File: config.mk
export PLATFORM = sky130hd
export DESIGN_NAME = obtm_ctrl
export DESIGN_NICKNAME = d
export VERILOG_FILES = /design/src/design/obtm_pkg.sv /design/src/design/obtm_ctrl.sv
export SDC_FILE = /design/constraint.sdc
export NUM_CORES = 1
export LEC_CHECK = 0
export ABC_AREA = 1
export BUFFER_PORTS_ARGS = -buffer_cell sky130_fd_sc_hd__buf_2
export CAP_MARGIN = 20
export CORE_MARGIN = 2
export CORE_UTILIZATION = 46
export CTS_BUF_LIST = sky130_fd_sc_hd__clkbuf_8
export CTS_CLUSTER_DIAMETER = 120
export CTS_CLUSTER_SIZE = 8
export DETAILED_ROUTE_END_ITERATION = 8
export PLACE_DENSITY = 0.82
export SLEW_MARGIN = 20
export SYNTH_ARGS = -nofsm -noshare
export SYNTH_HDL_FRONTEND = slang
export SYNTH_SLANG_ARGS = --single-unit
File: constraint.sdc
create_clock -name clk -period 1.8 [get_ports clk]
set_input_delay 0.36 -clock clk [delete_from_list [all_inputs] [get_ports clk]]
set_output_delay 0.36 -clock clk [all_outputs]
set_load 0.02 [all_outputs]
File: src/design/obtm_pkg.sv
// Shared types, codes and fixed sizes of the object-based transactional memory unit.
package obtm_pkg;

    localparam int OBJECT_COUNT = 256;
    localparam int NUM_TX      = 16;
    localparam int VALUE_WIDTH = 32;
    localparam int TX_W        = 4;
    localparam int OBJ_W       = 8;
    localparam int ID_W        = 5;
    localparam int OWNER_W     = 5;
    localparam int TALLY_W     = 16;

    localparam logic [VALUE_WIDTH-1:0] OBJ_INIT_NEW = VALUE_WIDTH'(100);
    localparam logic [TALLY_W-1:0]     TALLY_MAX    = '1;

    localparam logic [2:0] REQ_BEGIN      = 3'd0;
    localparam logic [2:0] REQ_OPEN_READ  = 3'd1;
    localparam logic [2:0] REQ_OPEN_WRITE = 3'd2;
    localparam logic [2:0] REQ_COMMIT     = 3'd3;
    localparam logic [2:0] REQ_RESTART    = 3'd4;

    localparam logic [1:0] ST_UNUSED    = 2'd0;
    localparam logic [1:0] ST_ACTIVE    = 2'd1;
    localparam logic [1:0] ST_COMMITTED = 2'd2;
    localparam logic [1:0] ST_ABORTED   = 2'd3;

    localparam logic [1:0] STATUS_OK   = 2'd0;
    localparam logic [1:0] STATUS_FAIL = 2'd1;
    localparam logic [1:0] STATUS_ERR  = 2'd2;

    localparam logic [OWNER_W-1:0] OWN_COMMITTED = OWNER_W'(NUM_TX);
    localparam logic [OWNER_W-1:0] OWN_ABORTED   = OWNER_W'(NUM_TX + 1);

    typedef struct packed {
        logic [2:0]              req_type;
        logic [TX_W-1:0]         tx_id;
        logic [OBJ_W-1:0]        object_index;
        logic signed [VALUE_WIDTH-1:0] write_data;
    } req_t;

    typedef struct packed {
        logic [1:0]              status;
        logic [TX_W-1:0]         granted_id;
        logic signed [VALUE_WIDTH-1:0] read_data;
        logic [1:0]              tx_state;
    } res_t;

    typedef struct packed {
        logic       latch;
        logic       do_begin;
        logic       map_rd_req;
        logic       map_rd_log;
        logic       loc_rd;
        logic       set_loc;
        logic       rlog_wr;
        logic       rlog_rd;
        logic       wlog_rd;
        logic       owner_abort_wr;
        logic       alloc;
        logic       abort_owner;
        logic       set_tgt;
        logic       new_wr;
        logic       idx_clr;
        logic       idx_inc;
        logic       status_en;
        logic [1:0] status_val;
        logic       rd_ok_set;
        logic       tx_set_en;
        logic [1:0] tx_set_val;
        logic       commit_inc;
        logic       restart_fin;
        logic       tsel_owner;
        logic       strobe;
    } cmd_t;

    typedef struct packed {
        logic [2:0] req_type;
        logic [1:0] cur_state;
        logic [1:0] own_state;
        logic       own_is_t;
        logic       alloc_full;
        logic       rlog_full;
        logic       tally_above;
        logic       rloop_done;
        logic       wloop_done;
        logic       map_hit;
        logic       took_mismatch;
    } stat_t;

endpackage

File: src/design/obtm_ctrl.sv
// Request sequencer: decodes a request and steps the datapath through it.
module obtm_ctrl (
    input  logic               clk,
    input  logic               rst_n,
    input  logic               start,
    input  obtm_pkg::stat_t    st,
    output obtm_pkg::cmd_t     cmd,
    output logic               busy
);

    localparam logic [3:0] S_IDLE     = 4'd0;
    localparam logic [3:0] S_DEC      = 4'd1;
    localparam logic [3:0] S_RD_MAP   = 4'd2;
    localparam logic [3:0] S_RD_OWN   = 4'd3;
    localparam logic [3:0] S_WR_MAP   = 4'd4;
    localparam logic [3:0] S_WR_OWN   = 4'd5;
    localparam logic [3:0] S_V_START  = 4'd6;
    localparam logic [3:0] S_V_LOG    = 4'd7;
    localparam logic [3:0] S_V_MAP    = 4'd8;
    localparam logic [3:0] S_V_OWN    = 4'd9;
    localparam logic [3:0] S_RS_START = 4'd10;
    localparam logic [3:0] S_RS_LOG   = 4'd11;
    localparam logic [3:0] S_DONE     = 4'd12;

    localparam logic [1:0] THEN_READ   = 2'd0;
    localparam logic [1:0] THEN_COMMIT = 2'd1;
    localparam logic [1:0] THEN_WRITE  = 2'd2;

    logic [3:0] state_reg, state_next;
    logic [1:0] then_reg, then_next;
    logic       v_pass, v_fail;

    always_ff @(posedge clk or negedge rst_n)
    begin
        if (!rst_n)
        begin
            state_reg <= S_IDLE;
            then_reg  <= THEN_READ;
        end
        else
        begin
            state_reg <= state_next;
            then_reg  <= then_next;
        end
    end

    assign busy = (state_reg != S_IDLE);

    always_comb
    begin
        cmd        = '0;
        state_next = state_reg;
        then_next  = then_reg;
        v_pass     = 1'b0;
        v_fail     = 1'b0;
        case (state_reg)
            S_IDLE:
            begin
                if (start)
                begin
                    cmd.latch  = 1'b1;
                    state_next = S_DEC;
                end
            end
            S_DEC:
            begin
                state_next = S_DONE;
                case (st.req_type)
                    obtm_pkg::REQ_BEGIN:
                    begin
                        cmd.do_begin = 1'b1;
                    end
                    obtm_pkg::REQ_RESTART:
                    begin
                        if (st.cur_state != obtm_pkg::ST_ABORTED)
                        begin
                            cmd.status_en  = 1'b1;
                            cmd.status_val = obtm_pkg::STATUS_ERR;
                        end
                        else
                        begin
                            cmd.idx_clr = 1'b1;
                            state_next  = S_RS_START;
                        end
                    end
                    obtm_pkg::REQ_OPEN_READ, obtm_pkg::REQ_OPEN_WRITE,
                    obtm_pkg::REQ_COMMIT:
                    begin
                        if (st.cur_state == obtm_pkg::ST_ABORTED)
                        begin
                            cmd.status_en  = 1'b1;
                            cmd.status_val = obtm_pkg::STATUS_FAIL;
                        end
                        else if (st.cur_state != obtm_pkg::ST_ACTIVE)
                        begin
                            cmd.status_en  = 1'b1;
                            cmd.status_val = obtm_pkg::STATUS_ERR;
                        end
                        else if (st.req_type == obtm_pkg::REQ_COMMIT)
                        begin
                            cmd.idx_clr = 1'b1;
                            then_next   = THEN_COMMIT;
                            state_next  = S_V_START;
                        end
                        else if (st.req_type == obtm_pkg::REQ_OPEN_READ)
                        begin
                            if (st.rlog_full)
                            begin
                                cmd.status_en  = 1'b1;
                                cmd.status_val = obtm_pkg::STATUS_ERR;
                            end
                            else
                            begin
                                cmd.map_rd_req = 1'b1;
                                state_next     = S_RD_MAP;
                            end
                        end
                        else
                        begin
                            cmd.map_rd_req = 1'b1;
                            state_next     = S_WR_MAP;
                        end
                    end
                    default:
                    begin
                        cmd.status_en  = 1'b1;
                        cmd.status_val = obtm_pkg::STATUS_ERR;
                    end
                endcase
            end
            S_RD_MAP:
            begin
                cmd.loc_rd  = 1'b1;
                cmd.set_loc = 1'b1;
                state_next  = S_RD_OWN;
            end
            S_RD_OWN:
            begin
                cmd.tsel_owner = 1'b1;
                cmd.rlog_wr    = 1'b1;
                cmd.idx_clr    = 1'b1;
                then_next      = THEN_READ;
                state_next     = S_V_START;
            end
            S_WR_MAP:
            begin
                cmd.loc_rd  = 1'b1;
                cmd.set_loc = 1'b1;
                state_next  = S_WR_OWN;
            end
            S_WR_OWN:
            begin
                cmd.tsel_owner = 1'b1;
                if (st.own_is_t)
                begin
                    cmd.set_tgt = 1'b1;
                    cmd.idx_clr = 1'b1;
                    then_next   = THEN_WRITE;
                    state_next  = S_V_START;
                end
                else if (st.alloc_full)
                begin
                    cmd.status_en  = 1'b1;
                    cmd.status_val = obtm_pkg::STATUS_ERR;
                    state_next     = S_DONE;
                end
                else if (st.own_state == obtm_pkg::ST_ACTIVE && !st.tally_above)
                begin
                    cmd.tx_set_en  = 1'b1;
                    cmd.tx_set_val = obtm_pkg::ST_ABORTED;
                    cmd.status_en  = 1'b1;
                    cmd.status_val = obtm_pkg::STATUS_FAIL;
                    state_next     = S_DONE;
                end
                else
                begin
                    cmd.alloc       = 1'b1;
                    cmd.abort_owner = (st.own_state == obtm_pkg::ST_ACTIVE);
                    cmd.idx_clr     = 1'b1;
                    then_next       = THEN_WRITE;
                    state_next      = S_V_START;
                end
            end
            S_V_START:
            begin
                if (st.rloop_done)
                begin
                    v_pass = 1'b1;
                end
                else
                begin
                    cmd.rlog_rd = 1'b1;
                    state_next  = S_V_LOG;
                end
            end
            S_V_LOG:
            begin
                cmd.map_rd_log = 1'b1;
                state_next     = S_V_MAP;
            end
            S_V_MAP:
            begin
                if (st.map_hit)
                begin
                    cmd.loc_rd = 1'b1;
                    state_next = S_V_OWN;
                end
                else
                begin
                    cmd.idx_inc = 1'b1;
                    state_next  = S_V_START;
                end
            end
            S_V_OWN:
            begin
                cmd.tsel_owner = 1'b1;
                if (st.took_mismatch)
                begin
                    v_fail = 1'b1;
                end
                else
                begin
                    cmd.idx_inc = 1'b1;
                    state_next  = S_V_START;
                end
            end
            S_RS_START:
            begin
                if (st.wloop_done)
                begin
                    cmd.restart_fin = 1'b1;
                    state_next      = S_DONE;
                end
                else
                begin
                    cmd.wlog_rd = 1'b1;
                    state_next  = S_RS_LOG;
                end
            end
            S_RS_LOG:
            begin
                cmd.owner_abort_wr = 1'b1;
                cmd.idx_inc        = 1'b1;
                state_next         = S_RS_START;
            end
            S_DONE:
            begin
                cmd.strobe = 1'b1;
                state_next = S_IDLE;
            end
            default:
            begin
                state_next = S_IDLE;
            end
        endcase

        if (v_pass || v_fail)
        begin
            state_next = S_DONE;
            case (then_reg)
                THEN_READ:
                begin
                    if (v_pass)
                    begin
                        cmd.rd_ok_set = 1'b1;
                    end
                    else
                    begin
                        cmd.status_en  = 1'b1;
                        cmd.status_val = obtm_pkg::STATUS_FAIL;
                    end
                end
                THEN_COMMIT:
                begin
                    cmd.tx_set_en = 1'b1;
                    if (v_pass)
                    begin
                        cmd.tx_set_val = obtm_pkg::ST_COMMITTED;
                        cmd.commit_inc = 1'b1;
                    end
                    else
                    begin
                        cmd.tx_set_val = obtm_pkg::ST_ABORTED;
                        cmd.status_en  = 1'b1;
                        cmd.status_val = obtm_pkg::STATUS_FAIL;
                    end
                end
                default:
                begin
                    if (v_pass)
                    begin
                        cmd.new_wr = 1'b1;
                    end
                    else
                    begin
                        cmd.tx_set_en  = 1'b1;
                        cmd.tx_set_val = obtm_pkg::ST_ABORTED;
                        cmd.status_en  = 1'b1;
                        cmd.status_val = obtm_pkg::STATUS_FAIL;
                    end
                end
            endcase
        end
    end

endmodule

**Word level (Yosys, flattened, before mapping)**

Cells that the tools add are included.

- Equality and inequality tests: 30
- Multiplexer cells: 95
- Reductions and logical operators: 14

Operators by type and width:

| operator | count |
|---|---|
| $mux W3 | 18 |
| $mux W4 | 13 |
| $pmux W4 S12 | 1 |
| $mux W1 | 42 |
| $mux W2 | 11 |
| $eq A4 B4 Y1 const B | 5 |
| $eq A4 B3 Y1 const B | 4 |
| $ne A3 B3 Y1 const B | 5 |
| $pmux W3 S2 | 2 |
| $pmux W3 S3 | 1 |
| $eq A4 B2 Y1 const B | 2 |
| $mux W8 | 1 |
| $ne A2 B2 Y1 const B | 4 |
| $pmux W4 S2 | 1 |
| $reduce_and A7 Y1 | 1 |
| $eq A3 B2 Y1 const B | 2 |
| $pmux W1 S3 | 2 |
| $pmux W2 S3 | 1 |
| $reduce_or A3 Y1 | 2 |
| $eq A2 B1 Y1 const B | 2 |
| $eq A4 B1 Y1 const B | 1 |
| $logic_not A4 Y1 | 1 |
| $ne A2 B1 Y1 const B | 2 |
| $pmux W1 S2 | 2 |
| other kinds (12) | 13 |

- Logic and storage cells: 141
- Output and inout bits: 28
- Flip-flop bits (word level): 6

**Logic depth before layout (Yosys ltp)**

Gate-level depths: netlist of run 1.

- Word-level depth: 9
- Gate-level depth with buffers: 9
- Gate-level depth less buffers: 9

**Worst setup path before layout of run 1**

OpenSTA, ideal clock, no wires.

- Path type: register to output
- Start: register state_reg[2]
- End: output cmd[6] (netlist name)
- Stages on the path, launching flop included: 10
- Path slack: 0.064 ns
- Buffers on the path: 1
- Data arrival time: 1.376 ns
- Cells stage by stage: dfrtp_1 inv_2 nor2_4 nand2_4 nor2_8 inv_4 nor2_4 nand2_2 nand2_1 buf_4

RTL lines:

| what | line | text |
|---|---|---|
| start: declaration | obtm_ctrl.sv:29 | `logic [3:0] state_reg, state_next;` |
| start signal: assignment | obtm_ctrl.sv:42 | `state_reg <= state_next;` |
| end: declaration | obtm_ctrl.sv:7 | `output obtm_pkg::cmd_t cmd,` |

==> flow_summary.html, run 1 <==
<table>
<tr><th>Metric</th><th>Value</th></tr>
<tr><th colspan="2">Worst setup path</th></tr>
<tr><td>Kind of start point of the critical path</td><td>flip-flop</td></tr>
<tr><td>Length in cells of the worst reg-to-reg path</td><td>7</td></tr>
<tr><td>CP max FO</td><td>4</td></tr>
<tr><td>Data arrival time at the worst-slack endpoint</td><td>1540 ps</td></tr>
<tr><td>Flop2flop setup slack</td><td>210 ps</td></tr>
<tr><td>Termination of the worst setup path</td><td>cmd[4]</td></tr>
<tr><td>Endpoint kind of the worst setup timing path</td><td>output port</td></tr>
<tr><td>FF-to-FF End</td><td>state_reg[3]</td></tr>
<tr><td>Data required time of the critical path</td><td>1440 ps</td></tr>
<tr><td>Origin of the critical flop-to-flop path</td><td>state_reg[0]</td></tr>
<tr><td>Category of the critical setup timing path</td><td>reg -&gt; out</td></tr>
<tr><td>Source of the critical timing path</td><td>state_reg[1]</td></tr>
<tr><th colspan="2">Clocking</th></tr>
<tr><td>Clk Tree Root Cell</td><td>clkbuf_8</td></tr>
<tr><td>Clock net sink count</td><td>6</td></tr>
<tr><td>Skew-Pair Late Insertion Delay</td><td>220 ps</td></tr>
<tr><td>TritonCTS Buffers</td><td>3</td></tr>
<tr><td>CTS max path bufs</td><td>2</td></tr>
<tr><td>H-tree level count</td><td>1</td></tr>
<tr><td>TritonCTS clock tree</td><td>done</td></tr>
<tr><td>Clock slew seen by the registers of the worst setup and hold paths</td><td>40 ps</td></tr>
<tr><th colspan="2">Drt</th></tr>
<tr><td>Via/cell ratio</td><td>5.128</td></tr>
<tr><td>Detailed-route via count</td><td>1164</td></tr>
<tr><td>First-iteration detailed-routing DRC count</td><td>24</td></tr>
<tr><td>Wire length per cell after detailed routing</td><td>12.46 µm</td></tr>
<tr><td>First drt pass iteration count</td><td>4</td></tr>
<tr><td>Post-detailed-route DRC marker count</td><td>0</td></tr>
<tr><td>Final routed wirelength across all metal layers</td><td>2828 µm</td></tr>
<tr><td>Antenna Violating Nets Remaining</td><td>0</td></tr>
<tr><th colspan="2">Power</th></tr>
<tr><td>Cell Pwr Density</td><td>1362 nW/µm²</td></tr>
<tr><td>Static power due to leakage</td><td>0.8347 nW</td></tr>
<tr><td>Max IR drop VDD</td><td>0.7321 mV</td></tr>
<tr><th colspan="2">Synth</th></tr>
<tr><td>Netlist Area Pre-Place</td><td>849.6 µm²</td></tr>
<tr><td>Synthesized netlist net count</td><td>165</td></tr>
<tr><td>Per-instance average area after synthesis</td><td>5.779 µm²</td></tr>
<tr><td>Cell variety after synth</td><td>22</td></tr>
<tr><td>Gate count after technology mapping</td><td>147</td></tr>
<tr><td>Yosys reg bits</td><td>6</td></tr>
<tr><td>Number of warnings reported in the yosys synthesis log</td><td>0</td></tr>
<tr><td>Portion of the post-synthesis area used by sequential elements</td><td>17.67%</td></tr>
<tr><th colspan="2">Layout</th></tr>
<tr><td>Layout net count</td><td>222</td></tr>
<tr><td>Leading cell type in the layout, fill and taps excluded</td><td>nand2_1</td></tr>
<tr><td>Synth-to-layout area growth</td><td>52.58%</td></tr>
<tr><td>Share of cells above drive strength 1</td><td>45.54%</td></tr>
<tr><td>Max reg flops</td><td>4</td></tr>
<tr><td>Highest-count cells in the layout ignoring fill and taps</td><td>nand2_1, buf_2, inv_1, nor2_1</td></tr>
<tr><td>Final design area excluding fillers</td><td>1296 µm²</td></tr>
<tr><td>Total of fill cells in the finished design</td><td>137</td></tr>
<tr><td>Number of antenna cells inserted</td><td>0</td></tr>
<tr><th colspan="2">Die</th></tr>
<tr><td>Die height</td><td>46.98 µm</td></tr>
<tr><td>Initial cell density of the core</td><td>49.20%</td></tr>
<tr><td>Cell Rows</td><td>15</td></tr>
<tr><td>Count of pins on the block boundary</td><td>46</td></tr>
<tr><td>Total Die Area</td><td>2207 µm²</td></tr>
<tr><td>Chip width</td><td>46.98 µm</td></tr>
<tr><td>Floorplan core area</td><td>1727 µm²</td></tr>
<tr><th colspan="2">Global routing</th></tr>
<tr><td>Wire length of the first global-routing pass</td><td>4284 µm</td></tr>
<tr><td>Overall Global Routing Usage</td><td>27.66%</td></tr>
<tr><td>Initial antenna violation count</td><td>0</td></tr>
<tr><td>Largest net degree at the start of global routing</td><td>7</td></tr>
<tr><td>Remaining global-route overflow</td><td>0</td></tr>
<tr><td>Number of global-route vias before repair</td><td>1048</td></tr>
<tr><th colspan="2">STA</th></tr>
<tr><td>Slew Viols, Final</td><td>0</td></tr>
<tr><td>Final hold slack</td><td>414.3 ps</td></tr>
<tr><td>Final worst path period need</td><td>1898 ps</td></tr>
<tr><td>Headroom to the max-slew limit</td><td>82.50%</td></tr>
<tr><td>Final setup vio count</td><td>10</td></tr>
<tr><td>Final number of hold-violating endpoints</td><td>0</td></tr>
<tr><td>Final WS setup</td><td>-97.83 ps</td></tr>
<tr><td>Post-route clock skew</td><td>3.539 ps</td></tr>
<tr><td>Post-route fraction of the period consumed by the critical path</td><td>105.4%</td></tr>
<tr><td>Pin slew with the least headroom to its limit</td><td>262.2 ps</td></tr>
<tr><td>Setup repair after global routing missed its margin</td><td>yes</td></tr>
<tr><td>Max Clk Rate</td><td>0.5269 GHz</td></tr>
<tr><th colspan="2">Placed design</th></tr>
<tr><td>Detailed placer's ending HPWL</td><td>2014 µm</td></tr>
<tr><td>Worst slack after detailed placement</td><td>67.77 ps</td></tr>
<tr><td>Cell area after placement</td><td>1106 µm²</td></tr>
<tr><td>Total of buffers placed on input and output ports</td><td>45</td></tr>
<tr><td>Routability-driven placement congestion ratio</td><td>0.8800</td></tr>
<tr><th colspan="2">Run status</th></tr>
<tr><td>Violated checks</td><td>negative setup slack</td></tr>
<tr><td>Status</td><td>finished, violations left</td></tr>
<tr><th colspan="2">Worst hold path</th></tr>
<tr><td>Number of cells on the worst hold path</td><td>3</td></tr>
<tr><td>Kind of path behind the tightest hold check</td><td>in -&gt; reg</td></tr>
<tr><th colspan="2">Job</th></tr>
<tr><td>Max Cap Violations</td><td>0</td></tr>
</table>
## synth_stat cells
cell type / instances / area share [%]
nor2_4: 6 / 8.0
nand2_4: 2 / 2.7
o211ai_1: 1 / 0.88
nor2_8: 1 / 2.4
o221ai_1: 1 / 1.0
nand2_2: 5 / 3.7
nor2_2: 3 / 2.2
inv_1: 25 / 11
nand3_2: 2 / 2.4
nor3_1: 4 / 2.4
o21ai_0: 5 / 2.9
nand4_1: 2 / 1.5
inv_2: 4 / 1.8
nand2_1: 41 / 18
o21ai_2: 1 / 1.0
dfrtp_1: 6 / 18
nor2_1: 18 / 8.0
inv_4: 1 / 0.74
a21oi_1: 3 / 1.8
nand3_1: 14 / 8.2
buf_4: 1 / 0.88
nor3b_1: 1 / 0.88
## power by group
group / internal (W) / switching (W) / leakage (nW) / total, W
Combinational: 0.000472 / 0.000816 / 0.741 / 0.00129
Clock: 0.000143 / 0.0000558 / 0.0216 / 0.000199
Sequential: 0.000200 / 0.0000781 / 0.0723 / 0.000278
Total: 0.000816 / 0.000950 / 0.835 / 0.00177
## repair_timing
item	CTS	global route
hold buffers	1	0
hold endpoints to repair	6	0
buffers inserted	6	0
endpoints found under the setup margin	12	22
pin swaps	3	2
gates resized for setup	22	10
## cell type report
class	instances	area (µm²)	share of cell area, %
inverter	30	117.6	9.073
clock buffer	3	41.29	3.185
sequential	6	153.9	11.87
tap	25	31.28	2.413
multi-input combinational	110	614.3	47.39
timing repair buffer	53	337.8	26.06
## cells by family after synthesis
| group | share of synthesized area, % |
|---|---|
| AOI/OAI and AO/OA | 7.658 |
| DFF | 17.67 |
| buffers and inverters | 14.43 |
| and+or+nand+nor | 60.24 |
## stage by stage
step,power [W],std cells,util (%),TNS (ps)
final,0.001766,227,75.07,-647.4
after global routing,0.001886,227,75.07,-1788
after floorplan,0.001026,147,-,0
after global placement,0.001296,217,64.06,0
after CTS,0.001688,227,73.26,-594.1
after detailed placement,0.001316,217,64.06,0
## worst min-delay path by stage
stage / startpoint / to / slack, ps
final: start / state_reg[0] / 410
after detailed placement: rst_n / then_reg[1] / 190
after floorplan: rst_n / state_reg[0] / 60
after global routing: start / state_reg[0] / 440
after CTS: start / state_reg[0] / 420
after global placement: rst_n / state_reg[0] / 180
## routing by layer
layer / global-route usage [%] / part of all wire (%) / wire length [µm] / vias up
met2: 48.49 / 53 / 1502 / 54
met4: 18.33 / 4.3 / 121 / 0
li1: - / - / - / 571
met5: 0 / 0 / 0 / -
met3: 8.077 / 5.9 / 168 / 12
met1: 28.31 / 37 / 1035 / 527
## worst max-delay path, stage by stage (launching register included)
cell     delay [ps]
dfrtp_2         450
nor2_4          200
nand2_4         100
nor2_8          140
inv_4            60
nor2_4           80
nand2_2          80
o21ai_2          80
buf_6           130
Power figures use the tool's default switching activity.
==> run 2, diff against run 1 <==
Settings changed: CELL_PAD_IN_SITES_DETAIL_PLACEMENT from default to 1, CELL_PAD_IN_SITES_GLOBAL_PLACEMENT from default to 2, CORE_ASPECT_RATIO from default to 0.5, CORE_UTILIZATION 46 to 21, PLACE_DENSITY 0.82 to default, PLACE_DENSITY_LB_ADDON from default to 0.1.
==> run 2 against run 1 <==
  * The run still ends with negative setup slack left
  * Utilization down 36 points
  * Power up 16%
  * Final cell count up 19%
  * Non-clock buffer count up 13
  * Clock skew down 0.59 ps
  * Die area up 110%
  * Routed wire length up 9.5%
  * Clock-buffer cell count unchanged
  * Critical path depth up 1
  * Largest cell class unchanged
  * Highest routed layer unchanged
==> flow_summary.html, run 2 (same netlist as run 1, synthesis figures left out) <==
<table>
<tr><th>Metric</th><th>Value</th></tr>
<tr><th colspan="2">Run status</th></tr>
<tr><td>Status</td><td>finished, violations left (unchanged)</td></tr>
<tr><td>Violated checks</td><td>negative setup slack (unchanged)</td></tr>
<tr><th colspan="2">Layout</th></tr>
<tr><td>Leading cell type in the layout, fill and taps excluded</td><td>nand2_1 (unchanged)</td></tr>
<tr><td>Max reg flops</td><td>4 (unchanged)</td></tr>
<tr><td>Number of antenna cells inserted</td><td>0 (unchanged)</td></tr>
<tr><td>Final design area excluding fillers</td><td>1534 µm² (was 1296 µm²)</td></tr>
<tr><td>Post-layout utilization of the core</td><td>39.50% (was 75.07%)</td></tr>
<tr><td>Synth-to-layout area growth</td><td>80.56% (was 52.58%)</td></tr>
<tr><td>Area of the multi-input gates</td><td>666.9 µm² (was 614.3 µm²)</td></tr>
<tr><td>Layout net count</td><td>235 (was 222)</td></tr>
<tr><td>Share of cells above drive strength 1</td><td>53.02% (was 45.54%)</td></tr>
<tr><td>Highest-count cells in the layout ignoring fill and taps</td><td>nand2_1, buf_2, inv_1, buf_4, buf_6 (was nand2_1, buf_2, inv_1, nor2_1)</td></tr>
<tr><td>Total of fill cells in the finished design</td><td>523 (was 137)</td></tr>
<tr><td>Area used by sequential logic in the layout</td><td>153.9 µm² (unchanged)</td></tr>
<tr><th colspan="2">Global routing</th></tr>
<tr><td>Overall Global Routing Usage</td><td>14.15% (was 27.66%)</td></tr>
<tr><td>Number of global-route vias before repair</td><td>1091 (was 1048)</td></tr>
<tr><td>Remaining global-route overflow</td><td>0 (unchanged)</td></tr>
<tr><td>Wire length of the first global-routing pass</td><td>5161 µm (was 4284 µm)</td></tr>
<tr><td>Largest net degree at the start of global routing</td><td>7 (unchanged)</td></tr>
<tr><td>Initial antenna violation count</td><td>0 (unchanged)</td></tr>
<tr><th colspan="2">Clocking</th></tr>
<tr><td>Skew-Pair Late Insertion Delay</td><td>220 ps (about the same)</td></tr>
<tr><td>TritonCTS clock tree</td><td>done (unchanged)</td></tr>
<tr><td>TritonCTS Buffers</td><td>3 (unchanged)</td></tr>
<tr><td>Clk Tree Root Cell</td><td>clkbuf_8 (unchanged)</td></tr>
<tr><td>CTS max path bufs</td><td>2 (unchanged)</td></tr>
<tr><td>H-tree level count</td><td>1 (unchanged)</td></tr>
<tr><td>Clock net sink count</td><td>6 (unchanged)</td></tr>
<tr><td>Clock slew seen by the registers of the worst setup and hold paths</td><td>30 ps (was 40 ps)</td></tr>
<tr><th colspan="2">Placed design</th></tr>
<tr><td>Total of buffers placed on input and output ports</td><td>45 (unchanged)</td></tr>
<tr><td>Cell area after placement</td><td>1157 µm² (was 1106 µm²)</td></tr>
<tr><td>Routability-driven placement congestion ratio</td><td>0.7863 (was 0.8800)</td></tr>
<tr><td>Detailed placer's ending HPWL</td><td>2535 µm (was 2014 µm)</td></tr>
<tr><th colspan="2">Drt</th></tr>
<tr><td>First drt pass iteration count</td><td>4 (unchanged)</td></tr>
<tr><td>Via/cell ratio</td><td>4.245 (was 5.128)</td></tr>
<tr><td>Antenna Violating Nets Remaining</td><td>0 (unchanged)</td></tr>
<tr><td>Detailed-route via count</td><td>1142 (was 1164)</td></tr>
<tr><td>Final routed wirelength across all metal layers</td><td>3098 µm (was 2828 µm)</td></tr>
<tr><td>Wire length per cell after detailed routing</td><td>11.52 µm (was 12.46 µm)</td></tr>
<tr><td>First-iteration detailed-routing DRC count</td><td>14 (was 24)</td></tr>
<tr><td>Post-detailed-route DRC marker count</td><td>0 (unchanged)</td></tr>
<tr><th colspan="2">STA</th></tr>
<tr><td>Slew Viols, Final</td><td>0 (unchanged)</td></tr>
<tr><td>Post-route fraction of the period consumed by the critical path</td><td>104.9% (was 105.4%)</td></tr>
<tr><td>Final worst path period need</td><td>1887 ps (was 1898 ps)</td></tr>
<tr><td>Pin slew with the least headroom to its limit</td><td>220.1 ps (was 262.2 ps)</td></tr>
<tr><td>Setup repair after global routing missed its margin</td><td>yes (unchanged)</td></tr>
<tr><td>Final WS setup</td><td>-87.36 ps (was -97.83 ps)</td></tr>
<tr><td>Max Clk Rate</td><td>0.5298 GHz (was 0.5269 GHz)</td></tr>
<tr><td>Post-route clock skew</td><td>2.949 ps (was 3.539 ps)</td></tr>
<tr><td>Final setup vio count</td><td>9 (was 10)</td></tr>
<tr><td>Headroom to the max-slew limit</td><td>85.17% (was 82.50%)</td></tr>
<tr><td>Final number of hold-violating endpoints</td><td>0 (unchanged)</td></tr>
<tr><th colspan="2">Worst setup path</th></tr>
<tr><td>Crit path max-delay family</td><td>simple AND/OR/NAND/NOR gates (unchanged)</td></tr>
<tr><td>CP max FO</td><td>5 (was 4)</td></tr>
<tr><td>Slowest CP cell</td><td>dfrtp_2 (unchanged)</td></tr>
<tr><td>Flop2flop setup slack</td><td>300 ps (was 210 ps)</td></tr>
<tr><td>FF-to-FF End</td><td>then_reg[0] (was state_reg[3])</td></tr>
<tr><td>Crit. path cell count</td><td>9 (was 8)</td></tr>
<tr><td>Crit path buffers/inverters</td><td>3 (was 2)</td></tr>
<tr><td>Data required time of the critical path</td><td>1440 ps (about the same)</td></tr>
<tr><td>Length in cells of the worst reg-to-reg path</td><td>11 (was 7)</td></tr>
<tr><td>Cell-by-cell trace of the critical path</td><td>inv_2 -&gt; nor2_4 -&gt; nand2_4 -&gt; nor2_8 -&gt; inv_4 -&gt; nor2_4 -&gt; nand2_4 -&gt; o21ai_2 -&gt; buf_6 (was nor2_4 -&gt; nand2_4 -&gt; nor2_8 -&gt; inv_4 -&gt; nor2_4 -&gt; nand2_2 -&gt; o21ai_2 -&gt; buf_6)</td></tr>
<tr><td>Termination of the worst setup path</td><td>cmd[4] (unchanged)</td></tr>
<tr><td>Source of the critical timing path</td><td>state_reg[0] (was state_reg[1])</td></tr>
<tr><td>Endpoint kind of the worst setup timing path</td><td>output port (unchanged)</td></tr>
<tr><td>Category of the critical setup timing path</td><td>reg -&gt; out (unchanged)</td></tr>
<tr><td>Delay of the slowest critical-path stage</td><td>440 ps (was 450 ps)</td></tr>
<tr><td>Origin of the critical flop-to-flop path</td><td>state_reg[0] (unchanged)</td></tr>
<tr><td>Kind of start point of the critical path</td><td>flip-flop (unchanged)</td></tr>
<tr><td>Data arrival time at the worst-slack endpoint</td><td>1530 ps (was 1540 ps)</td></tr>
<tr><th colspan="2">Die</th></tr>
<tr><td>Total Die Area</td><td>4601 µm² (was 2207 µm²)</td></tr>
<tr><td>Chip width</td><td>93.95 µm (was 46.98 µm)</td></tr>
<tr><td>Floorplan core area</td><td>3884 µm² (was 1727 µm²)</td></tr>
<tr><td>Count of pins on the block boundary</td><td>46 (unchanged)</td></tr>
<tr><td>Cell Rows</td><td>16 (was 15)</td></tr>
<tr><td>Die height</td><td>48.98 µm (was 46.98 µm)</td></tr>
<tr><td>Initial cell density of the core</td><td>21.88% (was 49.20%)</td></tr>
<tr><th colspan="2">Power</th></tr>
<tr><td>Static power due to leakage</td><td>0.9361 nW (was 0.8347 nW)</td></tr>
<tr><td>Max IR drop VDD</td><td>0.3637 mV (was 0.7321 mV)</td></tr>
<tr><td>Cell Pwr Density</td><td>1332 nW/µm² (was 1362 nW/µm²)</td></tr>
<tr><td>Overall power consumption</td><td>0.002043 W (was 0.001766 W)</td></tr>
<tr><th colspan="2">Job</th></tr>
<tr><td>Max Cap Violations</td><td>0 (unchanged)</td></tr>
<tr><th colspan="2">Worst hold path</th></tr>
<tr><td>Kind of path behind the tightest hold check</td><td>in -&gt; reg (unchanged)</td></tr>
</table>
run 2: how the worst min path moves through the flow:
stage | startpoint | to | slack, ps | cells after the start
after global routing | start | state_reg[0] | 420 | 3
after global placement | rst_n | state_reg[0] | 190 | 1
final | start | state_reg[0] | 410 | 3
after floorplan | rst_n | state_reg[0] | 60 | 0
after detailed placement | rst_n | state_reg[0] | 190 | 1
after CTS | start | state_reg[0] | 410 | 3
run 2: cell type report:
cell class | instances | share of cell area, %
multi-input combinational | 110 | 43.47
inverter | 30 | 7.830
tap | 54 | 4.405
clock buffer | 3 | 2.692
timing repair buffer | 66 | 31.57
sequential | 6 | 10.03
run 2: layer usage:
metal / up-vias / GRT usage (%) / part of all wire [%]
li1: 596 / - / -
met2: 30 / 20.48 / 44
met4: 0 / 2.899 / 0.29
met1: 514 / 21.33 / 51
met3: 2 / 3.091 / 4.4
met5: - / 0 / 0
run 2: per-stage QoR:
step	setup slack (ps)	hold slack [ps]	TNS, ps	cells
global route	-188.8	417.9	-1872	269
detailed placement	39.31	191.3	0	248
finish	-87.36	408.9	-583.6	269
floorplan	63.80	64.41	0	147
global placement	63.84	188.5	0	248
CTS	-103.3	407.8	-680.8	260
run 2: worst reg2reg max path: stages (launching register included):
cell     delay, ps
dfrtp_2        440
inv_2           70
nor2_4         170
buf_6          130
nand2_4         80
nor2_4         120
buf_4          120
nand2_2         50
nand2_1         60
nand2_1         60
nand2_1         60
nand2_1         50
run 2: timing repair:
action	CTS	global route
pin swaps	7	12
endpoints found under the hold margin	6	0
buffers inserted	8	9
setup endpoints to repair	14	22
hold buffers	1	0
resized for setup	23	39
run 2: where the power goes:
part	leakage (nW)	switching [W]	internal, W	total (W)
logic	0.842	0.000876	0.000677	0.00155
registers	0.0723	0.0000902	0.000200	0.000290
clock network	0.0216	0.0000558	0.000143	0.000199
==> run 3, diff against run 2 <==
Settings changed: CORE_UTILIZATION 21 to 23.
Clock period 1.8 ns to 2.3 ns, I/O delays scaled along.
==> run 3 against run 2 <==
  * The run now ends clean
  * Power decreased by 42%
  * Via count fell by 8.2%
  * Clock skew about the same
  * Worst setup slack gained 310 ps
  * Sequential cell count unchanged
  * Combinational power decreased by 48%
  * Critical path depth unchanged
  * Register-to-register slack gained 610 ps
  * Sequential share of layout area rose by 2.8 points
  * Clock-buffer cell count unchanged
  * Clock power is 21% lower
  * Highest routed layer is now met3
==> flow_summary.html, run 3 (same netlist as run 1, synthesis figures left out) <==
<table>
<tr><th>Metric</th><th>Value</th></tr>
<tr><th colspan="2">Run status</th></tr>
<tr><td>Status</td><td>finished clean (was finished, violations left)</td></tr>
<tr><th colspan="2">Worst setup path</th></tr>
<tr><td>Category of the critical setup timing path</td><td>reg -&gt; out (unchanged)</td></tr>
<tr><td>Data arrival time at the worst-slack endpoint</td><td>1610 ps (was 1530 ps)</td></tr>
<tr><td>Endpoint kind of the worst setup timing path</td><td>output port (unchanged)</td></tr>
<tr><td>Length in cells of the worst reg-to-reg path</td><td>7 (was 11)</td></tr>
<tr><td>CP max FO</td><td>7 (was 5)</td></tr>
<tr><td>Kind of start point of the critical path</td><td>flip-flop (unchanged)</td></tr>
<tr><td>Flop2flop setup slack</td><td>910 ps (was 300 ps)</td></tr>
<tr><td>Data required time of the critical path</td><td>1840 ps (was 1440 ps)</td></tr>
<tr><td>FF-to-FF End</td><td>state_reg[0] (was then_reg[0])</td></tr>
<tr><td>Origin of the critical flop-to-flop path</td><td>state_reg[1] (was state_reg[0])</td></tr>
<tr><th colspan="2">Worst hold path</th></tr>
<tr><td>Kind of path behind the tightest hold check</td><td>in -&gt; async (was in -&gt; reg)</td></tr>
<tr><th colspan="2">Drt</th></tr>
<tr><td>Via/cell ratio</td><td>4.278 (was 4.245)</td></tr>
<tr><td>Detailed-route via count</td><td>1048 (was 1142)</td></tr>
<tr><td>Final routed wirelength across all metal layers</td><td>2671 µm (was 3098 µm)</td></tr>
<tr><td>Post-detailed-route DRC marker count</td><td>0 (unchanged)</td></tr>
<tr><td>Antenna Violating Nets Remaining</td><td>0 (unchanged)</td></tr>
<tr><td>Wire length per cell after detailed routing</td><td>10.90 µm (was 11.52 µm)</td></tr>
<tr><td>First drt pass iteration count</td><td>4 (unchanged)</td></tr>
<tr><td>First-iteration detailed-routing DRC count</td><td>36 (was 14)</td></tr>
<tr><th colspan="2">STA</th></tr>
<tr><td>Final WS setup</td><td>226.2 ps (was -87.36 ps)</td></tr>
<tr><td>Setup TNS</td><td>0 ps (was -583.6 ps)</td></tr>
<tr><td>Final number of hold-violating endpoints</td><td>0 (unchanged)</td></tr>
<tr><td>Post-route fraction of the period consumed by the critical path</td><td>90.17%</td></tr>
<tr><td>Max Clk Rate</td><td>0.4822 GHz</td></tr>
<tr><td>Headroom to the max-slew limit</td><td>80.17% (was 85.17%)</td></tr>
<tr><td>Pin slew with the least headroom to its limit</td><td>296.4 ps (was 220.1 ps)</td></tr>
<tr><td>Setup repair after global routing missed its margin</td><td>no (was yes)</td></tr>
<tr><td>Post-route clock skew</td><td>2.715 ps (was 2.949 ps)</td></tr>
<tr><td>Final worst path period need</td><td>2074 ps</td></tr>
<tr><td>Final setup vio count</td><td>0 (was 9)</td></tr>
<tr><td>Slew Viols, Final</td><td>0 (unchanged)</td></tr>
<tr><th colspan="2">Global routing</th></tr>
<tr><td>Remaining global-route overflow</td><td>0 (unchanged)</td></tr>
<tr><td>Overall Global Routing Usage</td><td>13.15% (was 14.15%)</td></tr>
<tr><td>Initial antenna violation count</td><td>0 (unchanged)</td></tr>
<tr><td>Largest net degree at the start of global routing</td><td>8 (was 7)</td></tr>
<tr><td>Number of global-route vias before repair</td><td>962 (was 1091)</td></tr>
<tr><td>Wire length of the first global-routing pass</td><td>4416 µm (was 5161 µm)</td></tr>
<tr><th colspan="2">Clocking</th></tr>
<tr><td>CTS resizes</td><td>0 (was 23)</td></tr>
<tr><td>CTS max path bufs</td><td>2 (unchanged)</td></tr>
<tr><td>Clock net sink count</td><td>6 (unchanged)</td></tr>
<tr><td>TritonCTS clock tree</td><td>done (unchanged)</td></tr>
<tr><td>Clock slew seen by the registers of the worst setup and hold paths</td><td>40 ps (was 30 ps)</td></tr>
<tr><td>Setup bufs post-CTS</td><td>0 (was 8)</td></tr>
<tr><td>Skew-Pair Late Insertion Delay</td><td>220 ps (about the same)</td></tr>
<tr><td>Clk Tree Root Cell</td><td>clkbuf_8 (unchanged)</td></tr>
<tr><td>H-tree level count</td><td>1 (unchanged)</td></tr>
<tr><td>CTS Hold Buffers Added</td><td>0 (was 1)</td></tr>
<tr><td>TritonCTS Buffers</td><td>3 (unchanged)</td></tr>
<tr><th colspan="2">Die</th></tr>
<tr><td>Floorplan core area</td><td>3491 µm² (was 3884 µm²)</td></tr>
<tr><td>Count of pins on the block boundary</td><td>46 (unchanged)</td></tr>
<tr><td>Initial cell density of the core</td><td>24.34% (was 21.88%)</td></tr>
<tr><td>Die height</td><td>46.98 µm (was 48.98 µm)</td></tr>
<tr><td>Chip width</td><td>89.95 µm (was 93.95 µm)</td></tr>
<tr><td>Cell Rows</td><td>15 (was 16)</td></tr>
<tr><td>Total Die Area</td><td>4225 µm² (was 4601 µm²)</td></tr>
<tr><th colspan="2">Layout</th></tr>
<tr><td>Number of cells in the finished layout apart from fillers</td><td>245 (was 269)</td></tr>
<tr><td>Leading cell type in the layout, fill and taps excluded</td><td>buf_2 (was nand2_1)</td></tr>
<tr><td>Share of cells above drive strength 1</td><td>37.63% (was 53.02%)</td></tr>
<tr><td>Synth-to-layout area growth</td><td>38.00% (was 80.56%)</td></tr>
<tr><td>Final design area excluding fillers</td><td>1172 µm² (was 1534 µm²)</td></tr>
<tr><td>Layout net count</td><td>214 (was 235)</td></tr>
<tr><td>Highest-count cells in the layout ignoring fill and taps</td><td>buf_2, nand2_1, inv_1, nor2_1, nand3_1 (was nand2_1, buf_2, inv_1, buf_4, buf_6)</td></tr>
<tr><td>Number of antenna cells inserted</td><td>0 (unchanged)</td></tr>
<tr><td>Max reg flops</td><td>4 (unchanged)</td></tr>
<tr><th colspan="2">Power</th></tr>
<tr><td>Overall power consumption</td><td>0.001183 W (was 0.002043 W)</td></tr>
<tr><td>Cell Pwr Density</td><td>1009 nW/µm² (was 1332 nW/µm²)</td></tr>
<tr><td>Max IR drop VDD</td><td>0.2264 mV (was 0.3637 mV)</td></tr>
<tr><td>Static power due to leakage</td><td>0.7839 nW (was 0.9361 nW)</td></tr>
<tr><th colspan="2">Placed design</th></tr>
<tr><td>Routability-driven placement congestion ratio</td><td>0.7662 (was 0.7863)</td></tr>
<tr><td>Cell area after placement</td><td>1131 µm² (was 1157 µm²)</td></tr>
<tr><td>Total of buffers placed on input and output ports</td><td>45 (unchanged)</td></tr>
<tr><td>Detailed placer's ending HPWL</td><td>2353 µm (was 2535 µm)</td></tr>
<tr><td>Placed cell count</td><td>242 (was 248)</td></tr>
<tr><td>Worst slack after detailed placement</td><td>352.8 ps (was 39.31 ps)</td></tr>
<tr><th colspan="2">Job</th></tr>
<tr><td>Max Cap Violations</td><td>0 (unchanged)</td></tr>
</table>
[run 3: layout make-up]
class	count	area (µm²)
clock buffers	3	41.29
fillers	494	2318
inverters	30	115.1
multi-input cells	110	576.8
flip-flops and latches	6	150.1
well taps	51	63.81
repair buffers	45	225.2
[run 3: how the worst max path moves through the flow]
stage	start	endpoint	slack, ps	depth (start not counted)
floorplan	state_reg[2]	cmd[6]	460	9
global placement	st[12]	cmd[10]	360	8
detailed placement	st[14]	cmd[10]	350	9
CTS	state_reg[2]	cmd[5]	200	9
global route	state_reg[1]	cmd[5]	90	7
finish	state_reg[2]	cmd[5]	230	9
[run 3: metrics by stage]
step                util [%]  hold slack (ps)
finish                 33.58            55.77
global route           33.58            64.13
CTS                    33.58            58.98
detailed placement     32.40            290.3
global placement       32.40            288.8
floorplan                  -            164.4
[run 3: worst max-delay path: stages (launching register included)]
cell	delay (ps)
dfrtp_1	430
inv_2	80
nor2_4	210
nand2_4	110
nor2_8	130
inv_4	60
nor2_4	70
nand2_2	70
nand2_1	70
buf_2	160
[run 3: per-layer routing]
metal | wire length (µm) | global-route usage (%)
met4 | 0 | 0.9231
met3 | 177 | 3.210
met5 | 0 | 0
met2 | 1050 | 21.06
met1 | 1442 | 19.12
[run 3: where the power goes]
part           leakage (nW)  internal, W  total [W]  switching [W]
Clock                0.0216     0.000112   0.000158      0.0000453
Sequential           0.0760     0.000152   0.000218      0.0000664
Combinational         0.686     0.000254   0.000808       0.000554
